--- config.mk ---
export PLATFORM = sky130hd
export DESIGN_NAME = raycast_wall_texture_column
export DESIGN_NICKNAME = d
export VERILOG_FILES = /design/src/rtl/core/rwtc_pkg.sv /design/src/rtl/core/rwtc_div.sv /design/src/rtl/core/rwtc_dp.sv /design/src/rtl/core/rwtc_ctrl.sv /design/src/rtl/core/raycast_wall_texture_column.sv
export VERILOG_INCLUDE_DIRS = /design/src /design/src/rtl/core
export SDC_FILE = /design/constraint.sdc
export NUM_CORES = 2
export LEC_CHECK = 0
export BUFFER_PORTS_ARGS = -buffer_cell sky130_fd_sc_hd__clkbuf_2
export CAP_MARGIN = 40
export CORE_AREA = 2 2 285 287
export DETAILED_ROUTE_END_ITERATION = 8
export DIE_AREA = 0 0 287 289
export PLACE_DENSITY = 0.83
export SYNTH_ARGS = -nofsm -noshare
export SYNTH_HDL_FRONTEND = slang
export SYNTH_SLANG_ARGS = --single-unit
export TNS_END_PERCENT = 5
--- constraint.sdc ---
create_clock -name clock -period 11.8 [get_ports clock]
set_input_delay 0 -clock clock [delete_from_list [all_inputs] [get_ports clock]]
set_output_delay 0 -clock clock [all_outputs]
set_load 0.005 [all_outputs]
--- src/rtl/core/raycast_wall_texture_column_macros.svh ---
// Assertion macros for the raycast wall texture column block.
// Used by the top level only; needs a clock and reset in scope.
`ifndef RAYCAST_WALL_TEXTURE_COLUMN_MACROS_SVH
`define RAYCAST_WALL_TEXTURE_COLUMN_MACROS_SVH

// same-cycle implication
`define RWTC_ASSERT_IMPL(lbl, ante, cons, msg) \
   lbl: assert property (@(posedge clock) disable iff (reset) (ante) |-> (cons)) else $error(msg);

// next-cycle implication
`define RWTC_ASSERT_NEXT(lbl, ante, cons, msg) \
   lbl: assert property (@(posedge clock) disable iff (reset) (ante) |=> (cons)) else $error(msg);

`endif

--- src/rtl/core/rwtc_pkg.sv ---
// Shared types and constants for the raycast wall texture column block.
// No dependencies.
package rwtc_pkg;

   localparam int SCREEN_HEIGHT = 1024;
   localparam int HALF_HEIGHT   = SCREEN_HEIGHT / 2;
   localparam int DIV_W         = 28;
   localparam int CNT_W         = $clog2(DIV_W + 1);
   localparam int ROW_W         = 11;
   localparam int REG_W         = 11;
   localparam int NUM_REGS      = 8;
   localparam int ADDR_W        = 3;
   localparam int Q_W           = 32;
   localparam logic [REG_W-1:0] REG_RESET = REG_W'(64);

   localparam logic KIND_SETUP = 1'b0;
   localparam logic KIND_ROW   = 1'b1;

   typedef struct packed {
      logic setup;
      logic row;
      logic div_start;
      logic calc;
      logic fin;
   } cmd_type;

   typedef struct packed {
      logic div_done;
      logic row_live;
   } status_type;

   typedef enum logic [4:0] {
      ST_IDLE = 5'b00001,
      ST_DIV1 = 5'b00010,
      ST_CALC = 5'b00100,
      ST_DIV2 = 5'b01000,
      ST_FIN  = 5'b10000
   } state_type;

   function automatic logic [ADDR_W-1:0] height_idx(input logic [1:0] face);
      height_idx = {face, 1'b0};
   endfunction

   function automatic logic [ADDR_W-1:0] width_idx(input logic [1:0] face);
      width_idx = {face, 1'b1};
   endfunction

endpackage

--- src/rtl/core/rwtc_div.sv ---
// Restoring serial divider, one quotient bit per cycle.
// Depends on rwtc_pkg.
module rwtc_div (
   input  logic                      clock,
   input  logic                      reset,
   input  logic                      start,
   input  logic [rwtc_pkg::DIV_W-1:0] num,
   input  logic [rwtc_pkg::DIV_W-1:0] den,
   output logic [rwtc_pkg::DIV_W-1:0] quo,
   output logic                      done
);
   import rwtc_pkg::*;

   logic [DIV_W-1:0] rem_ff, rem_in, quo_ff, quo_in, den_ff, den_in;
   logic [CNT_W-1:0] cnt_ff, cnt_in;
   logic             busy_ff, busy_in, done_ff, done_in;
   logic [DIV_W:0]   trial, diff;
   logic             ge;

   always_comb begin
      trial   = {rem_ff, quo_ff[DIV_W-1]};
      diff    = trial - {1'b0, den_ff};
      ge      = trial >= {1'b0, den_ff};
      rem_in  = rem_ff;
      quo_in  = quo_ff;
      den_in  = den_ff;
      cnt_in  = cnt_ff;
      busy_in = busy_ff;
      done_in = 1'b0;
      if (start) begin
         rem_in  = '0;
         quo_in  = num;
         den_in  = den;
         cnt_in  = CNT_W'(DIV_W);
         busy_in = 1'b1;
      end else if (busy_ff) begin
         rem_in = ge ? diff[DIV_W-1:0] : trial[DIV_W-1:0];
         quo_in = {quo_ff[DIV_W-2:0], ge};
         cnt_in = cnt_ff - 1'b1;
         if (cnt_ff == CNT_W'(1)) begin
            busy_in = 1'b0;
            done_in = 1'b1;
         end
      end
   end

   always_ff @(posedge clock) begin
      rem_ff <= rem_in;
      quo_ff <= quo_in;
      den_ff <= den_in;
      cnt_ff <= cnt_in;
      if (reset) begin
         busy_ff <= 1'b0;
         done_ff <= 1'b0;
      end else begin
         busy_ff <= busy_in;
         done_ff <= done_in;
      end
   end

   assign quo  = quo_ff;
   assign done = done_ff;

endmodule

--- src/rtl/core/rwtc_dp.sv ---
// Datapath: face registers, setup arithmetic, held column state, output item.
// Depends on rwtc_pkg and rwtc_div.
module rwtc_dp (
   input  logic                        clock,
   input  logic                        reset,
   input  rwtc_pkg::cmd_type           cmd,
   output rwtc_pkg::status_type        status,
   input  logic [127:0]                req_tdata,
   input  logic                        csr_we,
   input  logic [rwtc_pkg::ADDR_W-1:0] csr_addr,
   input  logic [rwtc_pkg::REG_W-1:0]  csr_wdata,
   output logic [47:0]                 rsp_tdata,
   output logic                        rsp_tlast
);
   import rwtc_pkg::*;

   localparam logic [DIV_W-1:0] LEN_NUM = DIV_W'(SCREEN_HEIGHT * 65536);

   logic [REG_W-1:0] cfg_ff [NUM_REGS];

   logic [11:0]      in_col;
   logic             in_side;
   logic signed [17:0] in_dx, in_dy;
   logic [23:0]      in_ex, in_ey;
   logic [27:0]      in_dist;

   logic [1:0]       face_in, face_ff;
   logic [11:0]      col_ff;
   logic [15:0]      frac_ff, frac_in;
   logic [DIV_W-1:0] dist_nz;
   logic signed [46:0] prod;

   logic [DIV_W-1:0] div_num, div_den, div_quo;
   logic             div_done;

   logic [DIV_W-2:0] half_len;
   logic [DIV_W-1:0] last_sum;
   logic [ROW_W-1:0] first_in, last_in, first_ff, last_ff;
   logic             empty_in, empty_ff;
   logic [Q_W-1:0]   offset_in, offset_ff;
   logic [26:0]      texel_prod;
   logic [9:0]       texel_ff;

   logic [Q_W-1:0]   step_in, pos_prod;
   logic [Q_W-1:0]   pos_ff, step_ff;
   logic [ROW_W-1:0] cur_ff, end_ff;
   logic [9:0]       held_tx_ff;
   logic [1:0]       held_face_ff;
   logic [11:0]      held_col_ff;

   logic [REG_W-1:0] row_h, mask;
   logic [ROW_W:0]   cur_next;
   logic [47:0]      out_ff;
   logic             out_last_ff;

   assign in_col  = req_tdata[11:0];
   assign in_side = req_tdata[12];
   assign in_dx   = req_tdata[30:13];
   assign in_dy   = req_tdata[48:31];
   assign in_ex   = req_tdata[72:49];
   assign in_ey   = req_tdata[96:73];
   assign in_dist = req_tdata[124:97];

   always_ff @(posedge clock) begin
      if (reset) begin
         for (int i = 0; i < NUM_REGS; i++) cfg_ff[i] <= REG_RESET;
      end else if (csr_we) begin
         cfg_ff[csr_addr] <= csr_wdata;
      end
   end

   // setup load
   always_comb begin
      if (in_side && in_dy[17])
         face_in = 2'd0;
      else if (in_side && in_dy != '0)
         face_in = 2'd1;
      else if (!in_side && in_dx[17])
         face_in = 2'd2;
      else
         face_in = 2'd3;
      dist_nz = (in_dist == '0) ? DIV_W'(1) : in_dist;
      prod    = $signed({1'b0, dist_nz}) * (in_side ? in_dx : in_dy);
      frac_in = prod[31:16] + (in_side ? in_ex[15:0] : in_ey[15:0]);
   end

   // span and offset from the line length, texture column from the wall fraction
   always_comb begin
      half_len   = div_quo[DIV_W-1:1];
      last_sum   = {1'b0, half_len} + DIV_W'(HALF_HEIGHT);
      if (half_len < (DIV_W-1)'(HALF_HEIGHT)) begin
         first_in  = ROW_W'(HALF_HEIGHT) - half_len[ROW_W-1:0];
         offset_in = '0;
      end else begin
         first_in  = '0;
         offset_in = Q_W'(half_len - (DIV_W-1)'(HALF_HEIGHT));
      end
      last_in    = (last_sum >= DIV_W'(SCREEN_HEIGHT)) ? ROW_W'(SCREEN_HEIGHT - 1)
                                                      : last_sum[ROW_W-1:0];
      empty_in   = (div_quo == '0) || (first_in >= last_in);
      texel_prod = frac_ff * cfg_ff[width_idx(face_ff)];
   end

   assign div_num = cmd.calc ? {1'b0, cfg_ff[height_idx(face_ff)], 16'b0}
                             : LEN_NUM;
   assign div_den = cmd.calc ? div_quo : dist_nz;

   rwtc_div u_div (
      .clock (clock),
      .reset (reset),
      .start (cmd.div_start),
      .num   (div_num),
      .den   (div_den),
      .quo   (div_quo),
      .done  (div_done)
   );

   assign step_in  = empty_ff ? '0 : Q_W'(div_quo);
   assign pos_prod = Q_W'(offset_ff * step_in);

   always_ff @(posedge clock) begin
      if (cmd.setup) begin
         face_ff <= face_in;
         col_ff  <= in_col;
         frac_ff <= frac_in;
      end
      if (cmd.calc) begin
         first_ff  <= first_in;
         last_ff   <= last_in;
         empty_ff  <= empty_in;
         offset_ff <= offset_in;
         texel_ff  <= texel_prod[25:16];
      end
   end

   // rows
   always_comb begin
      row_h    = cfg_ff[height_idx(held_face_ff)];
      mask     = row_h - 1'b1;
      cur_next = {1'b0, cur_ff} + 1'b1;
   end

   always_ff @(posedge clock) begin
      if (reset) begin
         pos_ff       <= '0;
         step_ff      <= '0;
         cur_ff       <= '0;
         end_ff       <= '0;
         held_tx_ff   <= '0;
         held_face_ff <= '0;
         held_col_ff  <= '0;
      end else if (cmd.fin) begin
         pos_ff       <= empty_ff ? '0 : pos_prod;
         step_ff      <= step_in;
         cur_ff       <= first_ff;
         end_ff       <= last_ff;
         held_tx_ff   <= texel_ff;
         held_face_ff <= face_ff;
         held_col_ff  <= col_ff;
      end else if (cmd.row) begin
         pos_ff <= pos_ff + step_ff;
         cur_ff <= cur_next[ROW_W-1:0];
      end
   end

   always_ff @(posedge clock) begin
      if (cmd.row) begin
         out_ff <= {4'b0, pos_ff[25:16] & mask[9:0], held_tx_ff, held_face_ff,
                    cur_ff[9:0], held_col_ff};
         out_last_ff <= (cur_next == {1'b0, end_ff});
      end
   end

   assign status.div_done = div_done;
   assign status.row_live = cur_ff < end_ff;
   assign rsp_tdata       = out_ff;
   assign rsp_tlast       = out_last_ff;

endmodule

--- src/rtl/core/rwtc_ctrl.sv ---
// Controller: input handshake, setup sequencing, output valid.
// Depends on rwtc_pkg.
module rwtc_ctrl (
   input  logic                 clock,
   input  logic                 reset,
   input  logic                 req_tvalid,
   output logic                 req_tready,
   input  logic                 req_tuser,
   output logic                 rsp_tvalid,
   input  logic                 rsp_tready,
   output rwtc_pkg::cmd_type    cmd,
   input  rwtc_pkg::status_type status
);
   import rwtc_pkg::*;

   state_type state_ff, state_in;
   logic      valid_ff, valid_in, accept;

   assign req_tready = (state_ff == ST_IDLE) && (!valid_ff || rsp_tready);
   assign accept     = req_tvalid && req_tready;

   always_comb begin
      cmd.setup     = accept && (req_tuser == KIND_SETUP);
      cmd.row       = accept && (req_tuser == KIND_ROW) && status.row_live;
      cmd.calc      = (state_ff == ST_CALC);
      cmd.fin       = (state_ff == ST_FIN);
      cmd.div_start = cmd.setup || cmd.calc;
      state_in      = state_ff;
      unique case (state_ff)
         ST_IDLE: if (cmd.setup) state_in = ST_DIV1;
         ST_DIV1: if (status.div_done) state_in = ST_CALC;
         ST_CALC: state_in = ST_DIV2;
         ST_DIV2: if (status.div_done) state_in = ST_FIN;
         ST_FIN:  state_in = ST_IDLE;
         default: state_in = ST_IDLE;
      endcase
      if (cmd.row)
         valid_in = 1'b1;
      else if (rsp_tready)
         valid_in = 1'b0;
      else
         valid_in = valid_ff;
   end

   always_ff @(posedge clock) begin
      if (reset) begin
         state_ff <= ST_IDLE;
         valid_ff <= 1'b0;
      end else begin
         state_ff <= state_in;
         valid_ff <= valid_in;
      end
   end

   assign rsp_tvalid = valid_ff;

endmodule

--- src/rtl/core/raycast_wall_texture_column.sv ---
// Textured wall column stepper. A row item (tuser high) yields one pixel item
// while it lies inside the span; the output register lets the next row enter
// in the cycle the previous item leaves. A setup item holds off new items while
// the shared 28-step serial divider runs once for the line length and
// once for the texture step. Depends on rwtc_pkg, rwtc_ctrl, rwtc_dp.
`include "raycast_wall_texture_column_macros.svh"
module raycast_wall_texture_column (
   input  logic                        clock,
   input  logic                        reset,
   input  logic                        req_tvalid,
   output logic                        req_tready,
   // screen_column, hit_side, dir_x, dir_y, eye_x, eye_y, wall_distance
   input  logic [127:0]                req_tdata,
   // kind
   input  logic                        req_tuser,
   output logic                        rsp_tvalid,
   input  logic                        rsp_tready,
   // out_column, out_row, face_index, texel_x, texel_y
   output logic [47:0]                 rsp_tdata,
   output logic                        rsp_tlast,
   input  logic                        csr_we,
   input  logic [rwtc_pkg::ADDR_W-1:0] csr_addr,
   input  logic [rwtc_pkg::REG_W-1:0]  csr_wdata
);
   import rwtc_pkg::*;

   cmd_type    cmd;
   status_type status;

   rwtc_ctrl u_ctrl (
      .clock      (clock),
      .reset      (reset),
      .req_tvalid (req_tvalid),
      .req_tready (req_tready),
      .req_tuser  (req_tuser),
      .rsp_tvalid (rsp_tvalid),
      .rsp_tready (rsp_tready),
      .cmd        (cmd),
      .status     (status)
   );

   rwtc_dp u_dp (
      .clock     (clock),
      .reset     (reset),
      .cmd       (cmd),
      .status    (status),
      .req_tdata (req_tdata),
      .csr_we    (csr_we),
      .csr_addr  (csr_addr),
      .csr_wdata (csr_wdata),
      .rsp_tdata (rsp_tdata),
      .rsp_tlast (rsp_tlast)
   );

   `RWTC_ASSERT_NEXT(a_setup_busy, req_tvalid && req_tready && req_tuser == KIND_SETUP, !req_tready, "ready during setup")
   `RWTC_ASSERT_IMPL(a_rsp_from_row, $rose(rsp_tvalid), $past(req_tvalid && req_tready && req_tuser == KIND_ROW), "item without row")
   `RWTC_ASSERT_NEXT(a_no_setup_rsp, req_tvalid && req_tready && req_tuser == KIND_SETUP && !rsp_tvalid, !rsp_tvalid, "item from setup")

endmodule

==> results.toml <==
[grt]
grt_pass1_wl_um = 217600
grt_pass1_vias = 41600
grt_max_degree = 77
grt_overflow = 0
antenna_found_initial = 6
grt_usage_pct = 33.38

[synth]
synth_area_leaders = "fa_1 (30%), edfxtp_1 (16%), ha_1 (9.2%)"
synth_cells = 5462
avgSynthCellArea_um2 = 9.427
synth_async_sr_flop_share_pct = 0
yosys_warnings = 0
yosysTopAreaCell = "fa_1"
yosysSeqAreaShare_pct = 21.69
yosysTopAreaCellShare_pct = 29.51
yosysUniqueCellTypes = 93
synthesis.area_mm2 = 0.05149
synth_ff_type = "edfxtp_1"
synth-edff-count = 278
yosys_register_bits = 419

[sta]
max_freq_ghz = 0.1099
setup_slack_ns = 2.698
tightest_slew_ns = 0.9407
setup_viol = 0
tns_ns = 0
finalClockSkew_ns = 0.02577
period_share_pct = 77.14
period_needed_ns = 9.102
final-hold-violation-count = 0
finalMaxSlewViolations = 0
relSlewSlack_pct = 37.29
rsz0062_at_grt = "false"

[setup_path]
cpPeakStageDelay_ns = 0.62
r2r_cells = 26
path_class = "in -> reg"
r2r_end = "u_dp.pos_ff[19]"
critPathMaxFanout = 32
cp_common_cell = "fa_1"
cp.arrival_ns = 9.46
cp.required_ns = 12.16
setup.worst_path.start = "req_tdata[12]"
start_kind = "input port"
end_kind = "register"
r2r_slack_ns = 4.58
crit-reg2reg-launch = "u_dp.empty_ff"
worst_path_max_delay_cell = "mux2_2"

[clock_network]
ctsResizeCount = 0
cts_made_buffers = 47
cts_tree = "built"
clockBufferDepth = 3
cts_num_sinks = 419
clockRootBuffer = "clkbuf_16"
clkTransAtPathRegs_ns = 0.07
insertion_delay_ns = 0.62
htreeDepth = 2

[cells_and_area]
fin_nets = 6821
final_common_cell = "inv_1"
fillerInstances = 5735
layout_common_cells = "inv_1 (979), nand2_1 (847), fa_1 (759)"
areaGrowthSynthToFinish_pct = 7.382
drive_gt1_share_pct = 7.680

[detailed_routing]
vias = 39630
drt_iter0_markers = 3571
first_pass_iters = 6
drc = 0
antenna_left = 0
vias_per_cell = 5.971
wl_um = 135300
wl_per_cell_um = 20.38

[floorplan]
fp.dieW_um = 287
fp-row-count = 104
start_util_pct = 64.45
io_pins = 199
die_height_um = 289
core_area_mm2 = 0.07990
die_area_mm2 = 0.08294

[placement]
portBuffers = 175
place.gp.congestion = 0.9053
hpwl_um = 97650
place_ws_ns = 2.159

[worst_hold_path]
min-delay-start = "req_tdata[120]"
holdPathEnd = "u_dp.u_div.den_ff[23]"
hold_depth = 3
holdCritPathClass = "in -> reg"

[job]
cap_viol_max_count = 0

[outcome]
status = "finished, final reports clean"
[worst max-delay path, delay by kind of cell]
family / cells / cell delay, ns
adders and majority gates: 10 / 4.54
AOI/OAI and AO/OA: 10 / 1.96
and+or+nand+nor: 5 / 0.97
buffers and inverters: 8 / 0.71
xor gates and xnor gates: 2 / 0.64
muxes: 1 / 0.62
[cell type report]
type                       count  area (µm²)  share of cell area (%)
tap                         1060        1326                   2.399
inverter                     982        3687                   6.669
multi-input combinational   3797       35620                   64.41
clock buffer                  55        1236                   2.236
sequential                   419       11170                   20.20
timing repair buffer         289        1953                   3.532
antenna                        4       10.01                 0.01810
clock inverter                31       292.8                  0.5295
[sequential cells by signal, summed over array words and instances (netlist names), 2 cells and up, named ones only]
signal,cells
u_dp.cur_ff,11
u_dp.u_div.den_ff,28
u_dp.frac_ff,16
u_dp.rsp_tdata,44
u_dp.u_div.quo,28
u_dp.col_ff,12
u_dp.held_col_ff,12
u_dp.pos_ff,26
u_dp.first_ff,11
u_dp.cfg_ff,88
u_dp.step_ff,26
u_dp.texel_ff,10
u_dp.end_ff,11
u_dp.held_tx_ff,10
u_dp.u_div.rem_ff,28
u_dp.offset_ff,26
u_dp.u_div.cnt_ff,5
u_dp.held_face_ff,2
u_ctrl.state_ff,5
u_dp.last_ff,11
u_dp.face_ff,2
[metrics by stage]
stage,std cells,utilization (%),hold WS (ns),instance area [µm²]
CTS,6632,69.19,0.004589,55280
global placement,6487,66.44,0.1779,53080
finish,6637,69.20,0.03078,55290
detailed placement,6497,66.66,0.1786,53260
floorplan,5468,-,0.09887,51510
global route,6633,69.19,0.05684,55280
[worst max path at each step]
| stage | end | depth (start not counted) |
|---|---|---|
| finish | u_dp.frac_ff[15] | 36 |
| global placement | u_dp.frac_ff[15] | 35 |
| global route | u_dp.frac_ff[15] | 36 |
| detailed placement | u_dp.frac_ff[15] | 36 |
| floorplan | u_dp.frac_ff[15] | 37 |
| CTS | u_dp.frac_ff[15] | 36 |
[cell families after synthesis]
logic type	share of synthesized area (%)
other	0.01459
AO/OA/AOI/OAI	6.490
AND/OR/NAND/NOR	17.18
buffers and inverters	9.253
adder cells (fa/ha/maj)	38.69
multiplexers	2.748
flip-flops	21.69
XOR/XNOR	3.927
[repair_timing]
item                                   CTS  global route
endpoints found under the hold margin  138             0
hold buffers                            49             0
buffers inserted                         0             0
[routing by layer]
layer | vias to the layer above | GRT usage [%] | share of wire, %
li1 | 17230 | - | -
met1 | 19600 | 42.78 | 37
met2 | 2287 | 54.88 | 47
met3 | 512 | 6.740 | 10
met4 | 2 | 15.68 | 5.4
met5 | - | 0 | 0.0096
[Yosys cell counts (all sizes together), types with 30 or more instances]
cell type / n
ha: 378
mux2i: 30
fa: 759
inv: 980
nand2b: 33
dfxtp: 141
clkbuf: 244
o21ai: 125
nor3: 50
and2: 473
edfxtp: 278
a21o: 45
xnor2: 163
nor2: 144
mux2: 34
nor2b: 71
mux4: 32
nand3: 36
nand2: 847
a21oi: 182
xor2: 55
Power is not shown: default switching activity piles up to over one toggle a cycle in this logic, so the estimate is an artifact.
